## config.mk

```make
export PLATFORM = sky130hd
export DESIGN_NAME = aslc_front
export DESIGN_NICKNAME = d
export VERILOG_FILES = /design/src/hw/rtl/aslc_pkg.sv /design/src/hw/rtl/aslc_front.sv
export SDC_FILE = /design/constraint.sdc
export NUM_CORES = 1
export LEC_CHECK = 0
export ABC_CLOCK_PERIOD_IN_PS = 8080
export BUFFER_PORTS_ARGS = -buffer_cell sky130_fd_sc_hd__buf_2
export CAP_MARGIN = 20
export CORE_UTILIZATION = 35
export DETAILED_ROUTE_END_ITERATION = 8
export PLACE_DENSITY = 0.58
export SETUP_SLACK_MARGIN = 0.2
export SLEW_MARGIN = 10
export SYNTH_ARGS = -nofsm -noshare
export SYNTH_HDL_FRONTEND = slang
export SYNTH_SLANG_ARGS = --single-unit
```

## constraint.sdc

```tcl
create_clock -name clk -period 8.08 [get_ports clk]
set_input_delay 1.616 -clock clk [delete_from_list [all_inputs] [get_ports clk]]
set_output_delay 1.616 -clock clk [all_outputs]
set_load 0.02 [all_outputs]
```

## src/hw/rtl/aslc_pkg.sv

```systemverilog
// ----------------------------------------------------------------------------
// aslc_pkg
// Shared types and codes for the station link controller.
// ----------------------------------------------------------------------------
package aslc_pkg;

  localparam int STATIONS_DEF = 256;

  // operations
  localparam logic [1:0] OP_RX   = 2'd0;
  localparam logic [1:0] OP_REQ  = 2'd1;
  localparam logic [1:0] OP_POLL = 2'd2;
  localparam logic [1:0] OP_TICK = 2'd3;

  // packet types
  localparam logic [1:0] PT_UNICAST = 2'd0;
  localparam logic [1:0] PT_ACK     = 2'd1;
  localparam logic [1:0] PT_IMM     = 2'd2;

  // actions
  localparam logic [3:0] ACT_NONE      = 4'd0;
  localparam logic [3:0] ACT_ACK       = 4'd1;
  localparam logic [3:0] ACT_MACHINE   = 4'd2;
  localparam logic [3:0] ACT_DELIVER   = 4'd3;
  localparam logic [3:0] ACT_SEND      = 4'd4;
  localparam logic [3:0] ACT_DONE_OK   = 4'd5;
  localparam logic [3:0] ACT_DONE_TO   = 4'd6;
  localparam logic [3:0] ACT_DONE_OTH  = 4'd7;
  localparam logic [3:0] ACT_DUP       = 4'd8;
  localparam logic [3:0] ACT_RANGE     = 4'd9;
  localparam logic [3:0] ACT_TOO_SMALL = 4'd10;
  localparam logic [3:0] ACT_NOT_FOUND = 4'd11;

  // register indexes
  localparam logic [2:0] REG_MY_STATION = 3'd0;
  localparam logic [2:0] REG_RX_TIMEOUT = 3'd1;
  localparam logic [2:0] REG_TX_TIMEOUT = 3'd2;
  localparam logic [2:0] REG_TX_DELAY   = 3'd3;
  localparam logic [2:0] REG_TX_ATTEMPT = 3'd4;
  localparam logic [2:0] REG_PEEK_CODE  = 3'd5;

  localparam logic [7:0] CTL_DELIVER_SET = 8'h80;
  localparam logic [7:0] CTL_SEND_MASK   = 8'h7f;
  localparam logic [31:0] HANDLE_STEP    = 32'd4;

  typedef struct packed {
    logic [15:0] my_station;
    logic [31:0] rx_timeout;
    logic [31:0] tx_timeout;
    logic [31:0] tx_delay;
    logic [7:0]  tx_attempts;
    logic [7:0]  peek_code;
  } cfg_t;

  typedef struct packed {
    logic [1:0]  operation;
    logic        in_range;
    logic [15:0] station;
    logic [31:0] source_address;
    logic [1:0]  packet_type;
    logic [7:0]  port;
    logic [7:0]  control;
    logic [31:0] handle;
    logic        buffer_found;
    logic        buffer_fits;
    logic [7:0]  buffer_id;
    logic        second_phase;
  } cmd_t;

  typedef struct packed {
    logic        known;
    logic [31:0] address;
    logic [31:0] rx_last;
    logic [31:0] rx_deadline;
    logic [31:0] tx_count;
    logic [31:0] tx_deadline;
    logic [7:0]  tx_left;
    logic        tx_pending;
    logic [7:0]  tx_buffer;
  } row_t;

  typedef struct packed {
    logic [3:0]  action;
    logic [15:0] station;
    logic [7:0]  buffer;
    logic [7:0]  port;
    logic [7:0]  control;
    logic [31:0] handle;
    logic        second_phase;
  } res_t;

endpackage

```

## src/hw/rtl/aslc_front.sv

```systemverilog
// ----------------------------------------------------------------------------
// aslc_front
// Accepts input items, flags station range, and queues them for the back end.
// ----------------------------------------------------------------------------
module aslc_front #(
  parameter int STATIONS = aslc_pkg::STATIONS_DEF
) (
  input  logic               clk,
  input  logic               rst,
  input  logic               hold,
  input  logic               push,
  output logic               full,
  input  logic [1:0]         operation,
  input  logic [15:0]        station,
  input  logic [31:0]        source_address,
  input  logic [1:0]         packet_type,
  input  logic [7:0]         port,
  input  logic [7:0]         control,
  input  logic [31:0]        handle,
  input  logic               buffer_found,
  input  logic               buffer_fits,
  input  logic [7:0]         buffer_id,
  input  logic               second_phase,
  output logic               q_valid,
  output aslc_pkg::cmd_t     q_head,
  input  logic               q_pop
);

  aslc_pkg::cmd_t slot [2];
  aslc_pkg::cmd_t cmd_in;
  logic       wr_ptr, rd_ptr;
  logic [1:0] count;
  logic       do_push;

  assign full    = hold || (count == 2'd2);
  assign do_push = push && !full;
  assign q_valid = (count != 2'd0);
  assign q_head  = slot[rd_ptr];

  always_comb begin
    cmd_in.operation      = operation;
    cmd_in.in_range       = ({1'b0, station} < 17'(STATIONS));
    cmd_in.station        = station;
    cmd_in.source_address = source_address;
    cmd_in.packet_type    = packet_type;
    cmd_in.port           = port;
    cmd_in.control        = control;
    cmd_in.handle         = handle;
    cmd_in.buffer_found   = buffer_found;
    cmd_in.buffer_fits    = buffer_fits;
    cmd_in.buffer_id      = buffer_id;
    cmd_in.second_phase   = second_phase;
  end

  always_ff @(posedge clk) begin
    if (do_push) begin
      slot[wr_ptr] <= cmd_in;
    end
    if (rst) begin
      wr_ptr <= 1'b0;
      rd_ptr <= 1'b0;
      count  <= 2'd0;
    end else begin
      if (do_push) wr_ptr <= !wr_ptr;
      if (q_pop)   rd_ptr <= !rd_ptr;
      count <= count + 2'(do_push) - 2'(q_pop);
    end
  end

endmodule

```

# After elaboration in Yosys (flattened, before gate mapping)
# Memories as Yosys holds them, arrays and structs flattened. A register that Yosys moved wholly into a read port is not among the register bits.
# Cells that the tools add are included.
dict set report classes {
  muxes 4
  order_cmp 1
  eq_ne 1
  n_reduce_logical 6
  add_sub_neg 2
}
# op n
set op_table {}
lappend op_table {{< comparator 16 x 9 -> 1 bit (second input constant)} 1}
lappend op_table {{two-way mux 1 bit} 4}
lappend op_table {{zero test 1 bit} 3}
lappend op_table {{adder 2 x 1 -> 2 bit} 1}
lappend op_table {{== test 2 bit (second input constant)} 1}
lappend op_table {{nonzero test 2 bit} 1}
lappend op_table {{subtractor 2 x 1 -> 2 bit} 1}
lappend op_table {{logical AND 1 bit} 1}
lappend op_table {{logical OR 1 bit} 1}
dict set report totals {
  mem_bits_rw 224
  memories 1
  output_inout_bits 114
  wordCells 18
  input_bits 116
  ff_bits 4
}
# memory words width rd rd_ports_with_merged_regs write_ports line
set memory_table {}
lappend memory_table {slot 2 112 1 1 1 aslc_front.sv:29} ;# aslc_pkg::cmd_t slot [2];

# Longest topological paths before layout
# Gate-level depths: netlist of run 1.
dict set report depth {
  ltp_word 6
  ltp_mapped 8
  depth_no_buf 8
}

# Worst setup path after synthesis of run 1
# Ideal clock, no wire load.
dict set report synth_timing {
  path_type {input to register}
  from {input hold}
  to {memory slot[0][0] (netlist bit), enable pin}
  arrival_ns 6.505
  setup_time_ns 0.585
  required_time_ns 7.495
  stages 2
  n_path_buf 0
  setup_slack_ns 0.990
  cell_sequence {nand3b_1 > nor2_1}
}
dict set report synth_between {
  elab_chain_len 5
}
# item line
set synth_rtl {}
lappend synth_rtl {{start: declaration} aslc_front.sv:10} ;# input logic hold,
lappend synth_rtl {{logical OR 1 bit} aslc_front.sv:35} ;# assign full = hold || (count == 2'd2);
lappend synth_rtl {{zero test 1 bit} aslc_front.sv:36} ;# assign do_push = push && !full;
lappend synth_rtl {{logical AND 1 bit} aslc_front.sv:36}
lappend synth_rtl {{two-way mux 1 bit} aslc_front.sv:56} ;# if (do_push) begin
lappend synth_rtl {{two-way mux 1 bit (not written as such)} aslc_front.sv:57} ;# slot[wr_ptr] <= cmd_in;
lappend synth_rtl {{end: declaration} aslc_front.sv:29}
# No other way between the ends.

==> results of run 1 <==
## state kept, by name, summed over array words and instances (netlist names), named ones only
name / cells
wr_ptr: 1
rd_ptr: 1
count: 2
slot: 224
## worst max path at each step
stage	from	end	slack [ps]	depth (start not counted)
finish	flop	q_head[18]	3730	3
floorplan	hold	slot[0][0]	990	2
CTS	flop	q_head[18]	3660	3
global route	flop	q_head[13]	3550	3
detailed placement	hold	slot[0][31]	3680	5
global placement	hold	slot[0][31]	3860	5
## critical path, stage by stage (launching register included)
cell	delay (ps)
dfxtp_4	750
buf_4	770
mux2_2	430
buf_2	160
## placed cells by master, fill, tap and decap left out, drive strengths merged
cell type | synthesis | layout
mux2 | 113 | 113
clkinv | 0 | 8
nor2b | 1 | 1
bufinv | 0 | 3
nor2 | 8 | 8
clkinvlp | 0 | 4
edfxtp | 224 | 224
nand3b | 1 | 1
inv | 2 | 4
nand2b | 2 | 2
buf | 12 | 234
xor2 | 1 | 1
or4 | 2 | 2
dfxtp | 5 | 5
or2 | 1 | 1
clkbuf | 0 | 29
xnor2 | 2 | 2
ha | 2 | 2
## stage by stage
step	instances	worst slack, ps
after global placement	917	3863
after detailed placement	917	3683
after floorplan	376	990.1
after global routing	963	3553
after CTS	963	3657
final	963	3729
## per-layer routing
| metal | wire [um] | vias up |
|---|---|---|
| met4 | 295 | 2 |
| met2 | 8090 | 151 |
| met1 | 6270 | 2059 |
| met3 | 1334 | 26 |
| li1 | - | 1995 |
| met5 | 17 | - |
## power groups by stage
stage | Combinational, mW | Clock, mW | Sequential [mW]
after CTS | 0.333 | 1.16 | 1.41
after global routing | 0.351 | 1.20 | 1.41
final | 0.326 | 1.12 | 1.40
after floorplan | 0.220 | 0 | 1.43
after detailed placement | 0.331 | 0 | 1.43
after global placement | 0.325 | 0 | 1.43
## layout make-up
type                       instances  area (um^2)
clock inverter                    17        196.4
sequential                       229         6830
fill                            2053        12730
tap                              319        399.1
timing repair buffer             234         1184
multi-input combinational        133         1416
inverter                           2        7.507
clock buffer                      29        640.6
## logic make-up (layout without fill, tap and decap cells)
| family | count (synthesis) | count (layout) | synth area share (%) |
|---|---|---|---|
| xor+xnor | 3 | 3 | 0.3148 |
| fa+ha+maj | 2 | 2 | 0.2997 |
| buf+inv | 14 | 282 | 1.439 |
| flops | 229 | 229 | 81.77 |
| mux | 113 | 113 | 15.24 |
| simple gates | 15 | 15 | 0.9293 |
==> metrics.txt, run 1 <==
sw power 0.6677 mW; clock skew 10.47 ps; DR iter-0 viols 215; Max IR drop VDD roughly 0.00014 V; LEAKAGE between 3 and 4 nW; Layout Utilization 45.61%; Seq pwr share 49.2%; clock transition at the registers of the reported paths 60 ps; Starting Density 35.67%; synthesized area 8348 um^2; Num CTS Buffers 25; fin nets 743; first-pass GRT wire length ~24000 um; grt met1 use 14.54%; CTS tree done; library cells used by synthesis 16; ant diodes 0; worst-skew pair later-pin latency approximately 500 ps; final WL 16010 um; area delta synth->final 27.86%; Synth top area share about four fifths; max frequency 229.8 MHz; gp weighted congestion 0.7331; CP Data Required Time 6460 ps; post-route ant nets 0; Internal 2.184 mW; max-slew violation count 0; number of synthesized flops with an enable pin 224; max-cap violations 0; Worst setup EP type output port; register area share after synthesis 81.77%; slew margin rel. about two fifths; post-cts resize count 0; DR DRC count 0; met2 GRT Util approximately 22%; Die Span Y about 160 um; Synth Instances 376; # hold bufs at CTS 0; critical path type flop to output port; global route overflow 0; Fin. Hold Viols 0; worst-case clock buffer depth 3; Hold Path Origin rd_ptr; layout cells sized above 1 60.56%; # rows 56; power per cell area 267.2 nW/um^2; R2R setup slack 5060 ps; Yosys warnings 0; Logic pwr share 11.4%; placed inst area 9837 um^2; Worst-Margin Slew 880.9 ps; status finished clean; clock power share roughly two fifths; post-synthesis area per instance between 20 and 25 um^2; Hold WC Path Type flop to flop; fin crit share 53.85%; Via density 4.396; drt pass-1 iters 4; via count 4233; Syn Nets 494; post-synthesis sequential element count around 230; # Post-CTS Setup Buffers 0; Clock Sinks roughly 230; Finished Cell Area 10670 um^2; met3 usage under 10%; die span in x 156.4 um; FFs w/ async S/R, synth 0%; CP arrival 2730 ps; routed len/inst 16.62 um; Hold Crit Depth 2; Most Crowded Layer GR met2; largest cells by area after synthesis edfxtp_1 81%, mux2_2 15%, dfxtp_1 1.2%; top-count cell post-synth edfxtp_1; vias in the first global route 4462; reg2reg end slot[0][33]; Hold Path End rd_ptr; Sw Ratio 23.41%; initial antenna violation count 1; main flop type after synthesis edfxtp_1; r2r startpoint count[0]; # port buffers 229; smallest hold slack 513.7 ps; H-Tree Depth 1; sum of negative setup slack 0 ps; Setup Viol. Count Final 0; Post-DP HPWL roughly 11000 um; RSZ-0062 raised after global routing false; largest net degree at the start of global routing 67; Overall Power 2.852 mW; Total GRT Usage 12.68%; core area 23400 um^2; die area between 20000 and 25000 um^2; Startpoint Class flop; I/O Pins between 200 and 250; crit path max fanout 66; crit path time final between 4000 and 5000 ps; dominant cell type by area after synthesis edfxtp_1; most instantiated cells after synthesis 224 x edfxtp_1, 113 x mux2_2, 8 x buf_6, 8 x nor2_1, 5 x dfxtp_1; worst r2r path cells 5; Root Driver clkbuf_16
(Power assumes the default switching activity.)
==> inputs of run 2 (changes only) <==
--- a/config.mk
+++ b/config.mk
@@ -5,12 +5,12 @@
 export SDC_FILE = /design/constraint.sdc
 export NUM_CORES = 1
 export LEC_CHECK = 0
-export ABC_CLOCK_PERIOD_IN_PS = 8080
+export ABC_CLOCK_PERIOD_IN_PS = 3800
 export BUFFER_PORTS_ARGS = -buffer_cell sky130_fd_sc_hd__buf_2
 export CAP_MARGIN = 20
 export CORE_UTILIZATION = 35
 export DETAILED_ROUTE_END_ITERATION = 8
-export PLACE_DENSITY = 0.58
+export PLACE_DENSITY = 0.6
 export SETUP_SLACK_MARGIN = 0.2
 export SLEW_MARGIN = 10
 export SYNTH_ARGS = -nofsm -noshare
==> constraint.sdc (replaced) <==
create_clock -name clk -period 3.8 [get_ports clk]
set_input_delay 0.76 -clock clk [delete_from_list [all_inputs] [get_ports clk]]
set_output_delay 0.76 -clock clk [all_outputs]
set_load 0.02 [all_outputs]
==> metrics.txt, run 2 (synthesis gave the netlist of run 1 again) <==
status finished clean (unchanged); Worst-Margin Slew 654.1 ps (was 880.9 ps); Most Crowded Layer GR met2 (unchanged); worst r2r path cells 4 (was 5); CP Data Required Time 3040 ps (was 6460 ps); H-Tree Depth 1 (unchanged); met2 GRT Util 22.02% (was 22.49%); clock transition at the registers of the reported paths 60 ps (about the same); Hold Crit Depth 1 (was 2); met3 usage 3.905% (was 4.182%); # port buffers 229 (unchanged); core area 23400 um^2 (unchanged); Setup Viol. Count Final 0 (unchanged); post-route ant nets 0 (unchanged); LEAKAGE 3.872 nW (was 3.898 nW); die span in x 156.4 um (unchanged); via count 4309 (was 4233); Regs by FF count slot: 224 flops, count: 2 flops (unchanged); layout cells sized above 1 59.35% (was 60.56%); crit path max fanout 112 (was 66); Via density 4.484 (was 4.396); I/O Pins 230 (unchanged); max FFs per register 224 (unchanged); largest net degree at the start of global routing 113 (was 67); Largest stage delay, worst path 470 ps (was 770 ps); Hold WC Path Type primary input to flop (was flop to flop); grt met1 use 13.69% (was 14.54%); R2R setup slack 1910 ps (was 5060 ps); RSZ-0062 raised after global routing false (unchanged); max-slew violation count 0 (unchanged); Hold Path Origin handle[1] (was rd_ptr); Num CTS Buffers 25 (unchanged); Die Span Y 156.4 um (unchanged); routed len/inst 16.23 um (was 16.62 um); fin crit share 72.27%; max frequency between 300 and 400 MHz; DR iter-0 viols 115 (was 215); Fin. Hold Viols 0 (unchanged); reg2reg end slot[1][90] (was slot[0][33]); max-cap violations 0 (unchanged); drt pass-1 iters 4 (unchanged); slew margin rel. 56.40% (was 41.27%); Post-DP HPWL 9579 um (was 10750 um); # Post-CTS Setup Buffers 0 (unchanged); Layout Utilization 45.33% (was 45.61%); Worst setup EP type output port (unchanged); die area 24470 um^2 (unchanged); Overall Power 5.872 mW (was 2.852 mW); crit path time final 2746 ps; fin nets 741 (was 743); CP arrival 1990 ps (was 2730 ps); final WL 15600 um (was 16010 um); Hold Path End slot[1][12] (was rd_ptr); # hold bufs at CTS 0 (unchanged); area delta synth->final 27.07% (was 27.86%); gp weighted congestion 0.7073 (was 0.7331); worst-skew pair later-pin latency 510 ps (about the same); Starting Density 35.67% (unchanged); Filler cells 2104 (was 2053); worst path bufs/invs 2 (unchanged); Total GRT Usage 12.21% (was 12.68%); post-cts resize count 0 (unchanged); Startpoint Class flop (unchanged); Root Driver clkbuf_16 (unchanged); Slowest-stage cell, CP buf_12 (was buf_4); global route overflow 0 (unchanged); power per cell area 553.6 nW/um^2 (was 267.2 nW/um^2); first-pass GRT wire length 23090 um (was 23750 um); CTS tree done (unchanged); Max IR drop VDD 0.0003189 V (was 0.0001425 V); most frequent cells in the layout 229 x buf_2, 224 x edfxtp_1, 113 x mux2_2 (unchanged); initial antenna violation count 1 (unchanged); critical path type flop to output port (unchanged); Largest Register slot (unchanged); r2r startpoint count[0] (unchanged); # rows 56 (unchanged); Clock Sinks 229 (unchanged); worst-case clock buffer depth 3 (unchanged); vias in the first global route 4509 (was 4462); commonest non-fill, non-tap cell in the layout buf_2 (unchanged); clock skew 10.53 ps (was 10.47 ps); Crit path max-delay family buffers and inverters (unchanged); ant diodes 0 (unchanged); crit path cell chain buf_12 -> mux2_2 -> buf_2 (was buf_4 -> mux2_2 -> buf_2); DR DRC count 0 (unchanged)
## run 2: cell count changes in the layout (fill, tap and decap cells not counted)
cell        change
inv_6           -1
bufinv_16       -2
clkinv_1        +3
clkinv_4        -3
clkinv_2        +3
clkinvlp_4      -4
inv_8           +1
clkinv_8        -1
clkbuf_1        +4
buf_12          +3
buf_4           -5
## run 2: worst max-delay path by stage
stage | cells past startpoint | endpoint | from | slack (ps)
after global routing | 3 | q_head[54] | flop | 970
after detailed placement | 4 | slot[1][90] | hold | 1480
final | 3 | q_head[63] | flop | 1050
after global placement | 4 | slot[1][88] | hold | 1550
after floorplan | 2 | slot[0][0] | hold | -570
after CTS | 3 | q_head[54] | flop | 1010
## run 2: power by group
part / internal, mW / total [mW] / switching [mW]
Sequential: 2.93 / 2.97 / 0.0317
Clock: 1.28 / 2.19 / 0.908
Combinational: 0.284 / 0.715 / 0.431
Total: 4.50 / 5.87 / 1.37
## run 2: metal layers
layer,wire length (um),vias to the layer above
li1,-,1989
met1,6116,2135
met2,7908,153
met3,1255,30
met4,303,2
met5,17,-
## run 2: per-stage QoR
step / hold slack (ps) / cell area [um^2] / TNS, ps / setup slack, ps / instances
2_1_floorplan: 479.9 / 8353 / -128170 / -572.3 / 376
3_3_place_gp: 492.9 / 9859 / 0 / 1551 / 915
3_5_place_dp: 499.0 / 9859 / 0 / 1480 / 915
4_1_cts: 402.5 / 10610 / 0 / 1006 / 961
5_1_grt: 402.5 / 10610 / 0 / 971.9 / 961
6_report: 434.2 / 10610 / 0 / 1054 / 961
## run 2: worst register-to-register path: stages (launching register included)
cell      delay (ps)
dfxtp_1          340
nand2b_1         150
nand3b_1         250
nor2_4           190
buf_12           510
## run 2: final cells by class
type	instances	area (um^2)	area share, %
clock buffers	33	655.6	6.181
clock inverters	13	92.59	0.8728
inverters	2	7.507	0.07077
multi-input cells	133	1416	13.35
flip-flops and latches	229	6830	64.39
well taps	319	399.1	3.763
repair buffers	232	1206	11.37
==> inputs of run 3 (changes only) <==
--- a/config.mk
+++ b/config.mk
@@ -5,7 +5,8 @@
 export SDC_FILE = /design/constraint.sdc
 export NUM_CORES = 1
 export LEC_CHECK = 0
-export ABC_CLOCK_PERIOD_IN_PS = 3800
+export ABC_AREA = 1
+export ABC_CLOCK_PERIOD_IN_PS = 2200
 export BUFFER_PORTS_ARGS = -buffer_cell sky130_fd_sc_hd__buf_2
 export CAP_MARGIN = 20
 export CORE_UTILIZATION = 35
==> constraint.sdc (replaced) <==
create_clock -name clk -period 2.2 [get_ports clk]
set_input_delay 0.44 -clock clk [delete_from_list [all_inputs] [get_ports clk]]
set_output_delay 0.44 -clock clk [all_outputs]
set_load 0.02 [all_outputs]
==> metrics.txt, run 3 <==
worst-skew pair later-pin latency 500 ps (was 510 ps); routed len/inst 17.20 um (was 16.23 um); Startpoint Class flop (unchanged); Layout Utilization 47.63% (was 45.33%); r2r startpoint count[0] (unchanged); worst r2r path cells 9 (was 4); first-pass GRT wire length 24940 um (was 23090 um); clock transition at the registers of the reported paths 60 ps (about the same); Via density 4.464 (was 4.484); RSZ-0062 raised after global routing true (was false); Max IR drop VDD 0.0006263 V (was 0.0003189 V); LEAKAGE 4.196 nW (was 3.872 nW); H-Tree Depth 1 (unchanged); library cells used by synthesis 15 (was 16); Root Driver clkbuf_16 (unchanged); Post-Place Cells 931 (was 915); Hold Crit Depth 1 (unchanged); fin nets 760 (was 741); crit path max fanout 16 (was 112); post-route ant nets 0 (unchanged); clock power share 37.0% (was 37.3%); Die Span Y 156.6 um (was 156.4 um); Yosys warnings 0 (unchanged); largest cells by area after synthesis edfxtp_1 80%, mux2_2 15%, dfxtp_1 1.2% (was edfxtp_1 81%, mux2_2 15%, dfxtp_1 1.2%); Syn Nets 507 (was 494); max-cap violations 0 (unchanged); vias in the first global route 4731 (was 4509); R2R setup slack 470 ps (was 1910 ps); Regs by FF count slot: 224 flops, count: 2 flops (unchanged); Synth Instances 389 (was 376); max-slew violation count 0 (unchanged); via count 4379 (was 4309); Worst-Margin Slew 399.1 ps (was 654.1 ps); Internal 7.790 mW (was 4.501 mW); critical path type flop to output port (unchanged); layout cells sized above 1 59.24% (was 59.35%); global route overflow 0 (unchanged); met2 GRT Util 22.87% (was 22.02%); Clock Sinks 229 (unchanged); dominant cell type by area after synthesis edfxtp_1 (unchanged); CP Data Required Time 1760 ps (was 3040 ps); Most Crowded Layer GR met2 (unchanged); Finished Layout Cells 981 (was 961); CP arrival 1740 ps (was 1990 ps); largest net degree at the start of global routing 64 (was 113); initial antenna violation count 2 (was 1); power per cell area 901.9 nW/um^2 (was 553.6 nW/um^2); CTS tree done (unchanged); grt met1 use 15.63% (was 13.69%); final WL 16880 um (was 15600 um); gp weighted congestion 0.6799 (was 0.7073); Total GRT Usage 13.31% (was 12.21%); Overall Power 10.08 mW (was 5.872 mW); Hold WC Path Type primary input to flop (unchanged); Fin. Hold Viols 0 (unchanged); reg2reg end count[1] (was slot[1][90]); commonest non-fill, non-tap cell in the layout edfxtp_1 (was buf_2); DR DRC count 0 (unchanged); FFs w/ async S/R, synth 0% (unchanged); most instantiated cells after synthesis 224 x edfxtp_1, 112 x mux2_2, 11 x nor2_1 (was 224 x edfxtp_1, 113 x mux2_2, 8 x buf_6, 8 x nor2_1, 5 x dfxtp_1); register area share after synthesis 81.57% (was 81.77%); crit path time final 2177 ps; drt pass-1 iters 4 (unchanged); max frequency ~460 MHz; # rows 56 (unchanged); Post-DP HPWL 10590 um (was 9579 um); fin crit share 98.94%; main flop type after synthesis edfxtp_1 (unchanged); # port buffers 229 (unchanged); core area 23470 um^2 (was 23400 um^2); die span in x 156.6 um (was 156.4 um); met3 usage 4.209% (was 3.905%); Seq pwr share 50.0% (was 50.5%); Starting Density 35.66% (was 35.67%); worst-case clock buffer depth 3 (unchanged); Setup Viol. Count Final 0 (unchanged); slew margin rel. 73.40% (was 56.40%); most frequent cells in the layout 224 x edfxtp_1, 187 x buf_2, 75 x mux2_2 (was 229 x buf_2, 224 x edfxtp_1, 113 x mux2_2); Hold Path Origin handle[1] (unchanged); area delta synth->final 33.58% (was 27.07%); synthesized area 8369 um^2 (was 8348 um^2); die area 24530 um^2 (was 24470 um^2); Synth top area share 80.37% (was 80.58%); DR iter-0 viols 132 (was 115); post-synthesis sequential element count 229 (unchanged); Logic pwr share 12.9% (was 12.2%); Hold Path End slot[0][12] (was slot[1][12]); Largest Register slot (unchanged); Sw Ratio 22.74% (was 23.35%); Worst setup EP type output port (unchanged); Num CTS Buffers 25 (unchanged); max FFs per register 224 (unchanged); top-count cell post-synth edfxtp_1 (unchanged); number of synthesized flops with an enable pin 224 (unchanged); sw power 2.293 mW (was 1.371 mW); I/O Pins 230 (unchanged); status finished clean (unchanged); clock skew 10.02 ps (was 10.53 ps); Filler cells 2009 (was 2104); post-synthesis area per instance 21.51 um^2 (was 22.20 um^2)
-- run 3: changes by cell type after synthesis, sizes merged, moves of 2 or more --
cell    previous run  this run
inv                2         8
or4                2         0
nor2               8        11
nand3              0         2
nand2              0         8
nand2b             2         0
-- run 3: logic make-up after synthesis --
kind of cell,share of synthesized area (%)
fa+ha+maj,0.2990
flops,81.57
mux,15.07
xor+xnor,0.1047
compound gates,0.05974
buf+inv,1.704
simple gates,1.196
-- run 3: worst max-delay path by stage --
stage               startpoint         end  cells past startpoint
floorplan                 hold  slot[0][0]                      3
global placement          hold    count[1]                      9
detailed placement        hold    count[1]                      9
CTS                       flop  q_head[20]                      4
global route              flop  q_head[43]                      4
finish                    flop  q_head[32]                      4
-- run 3: power by group through the flow --
stage	combinational (mW)	clock (mW)	sequential (mW)
after floorplan	0.718	0	5.13
after CTS	1.28	3.85	5.05
after global routing	1.39	3.99	5.06
final	1.30	3.73	5.05
after detailed placement	1.13	0	5.13
after global placement	1.10	0	5.12
-- run 3: layer usage --
layer  vias to the layer above  routed length, um  share of wire (%)
li1                       2029                  -                  -
met1                      2148               6676                 40
met2                       168               8431                 50
met3                        32               1265                7.5
met4                         2                488                2.9
met5                         -                 17               0.10
-- run 3: per-stage QoR --
step                      TNS (ps)  setup slack (ps)  hold slack [ps]  instance area, um^2
after floorplan            -100950            -454.2            479.9                 8408
after global placement           0             384.5            497.3                 9965
after detailed placement         0             305.4            504.9                 9965
after CTS                   -37.93            -7.667            94.86                11050
after global routing         -1523            -44.84            97.09                11170
final                            0             23.35            121.8                11180
-- run 3: worst max-delay path, stage by stage (launching register included) --
cell     delay, ps
dfxtp_4        410
buf_12         130
buf_16         190
mux2_2         340
buf_2          160
-- run 3: area by class of cell --
cell class,count,area (um^2),area share [%]
clock buffers,37,700.7,6.267
repair buffers,238,1600,14.31
multi-input cells,140,1562,13.97
inverters,8,46.29,0.4141
flip-flops and latches,229,6830,61.10
clock inverters,8,36.28,0.3246
diodes,2,5.005,0.04477
well taps,319,399.1,3.570
-- run 3: repair_timing --
action                     CTS  global route
buffers inserted             1             0
setup endpoints to repair  112           112
pin swaps                    0             0
cloned                       2             0
gates resized for setup     86            34
hold buffers                 0             0
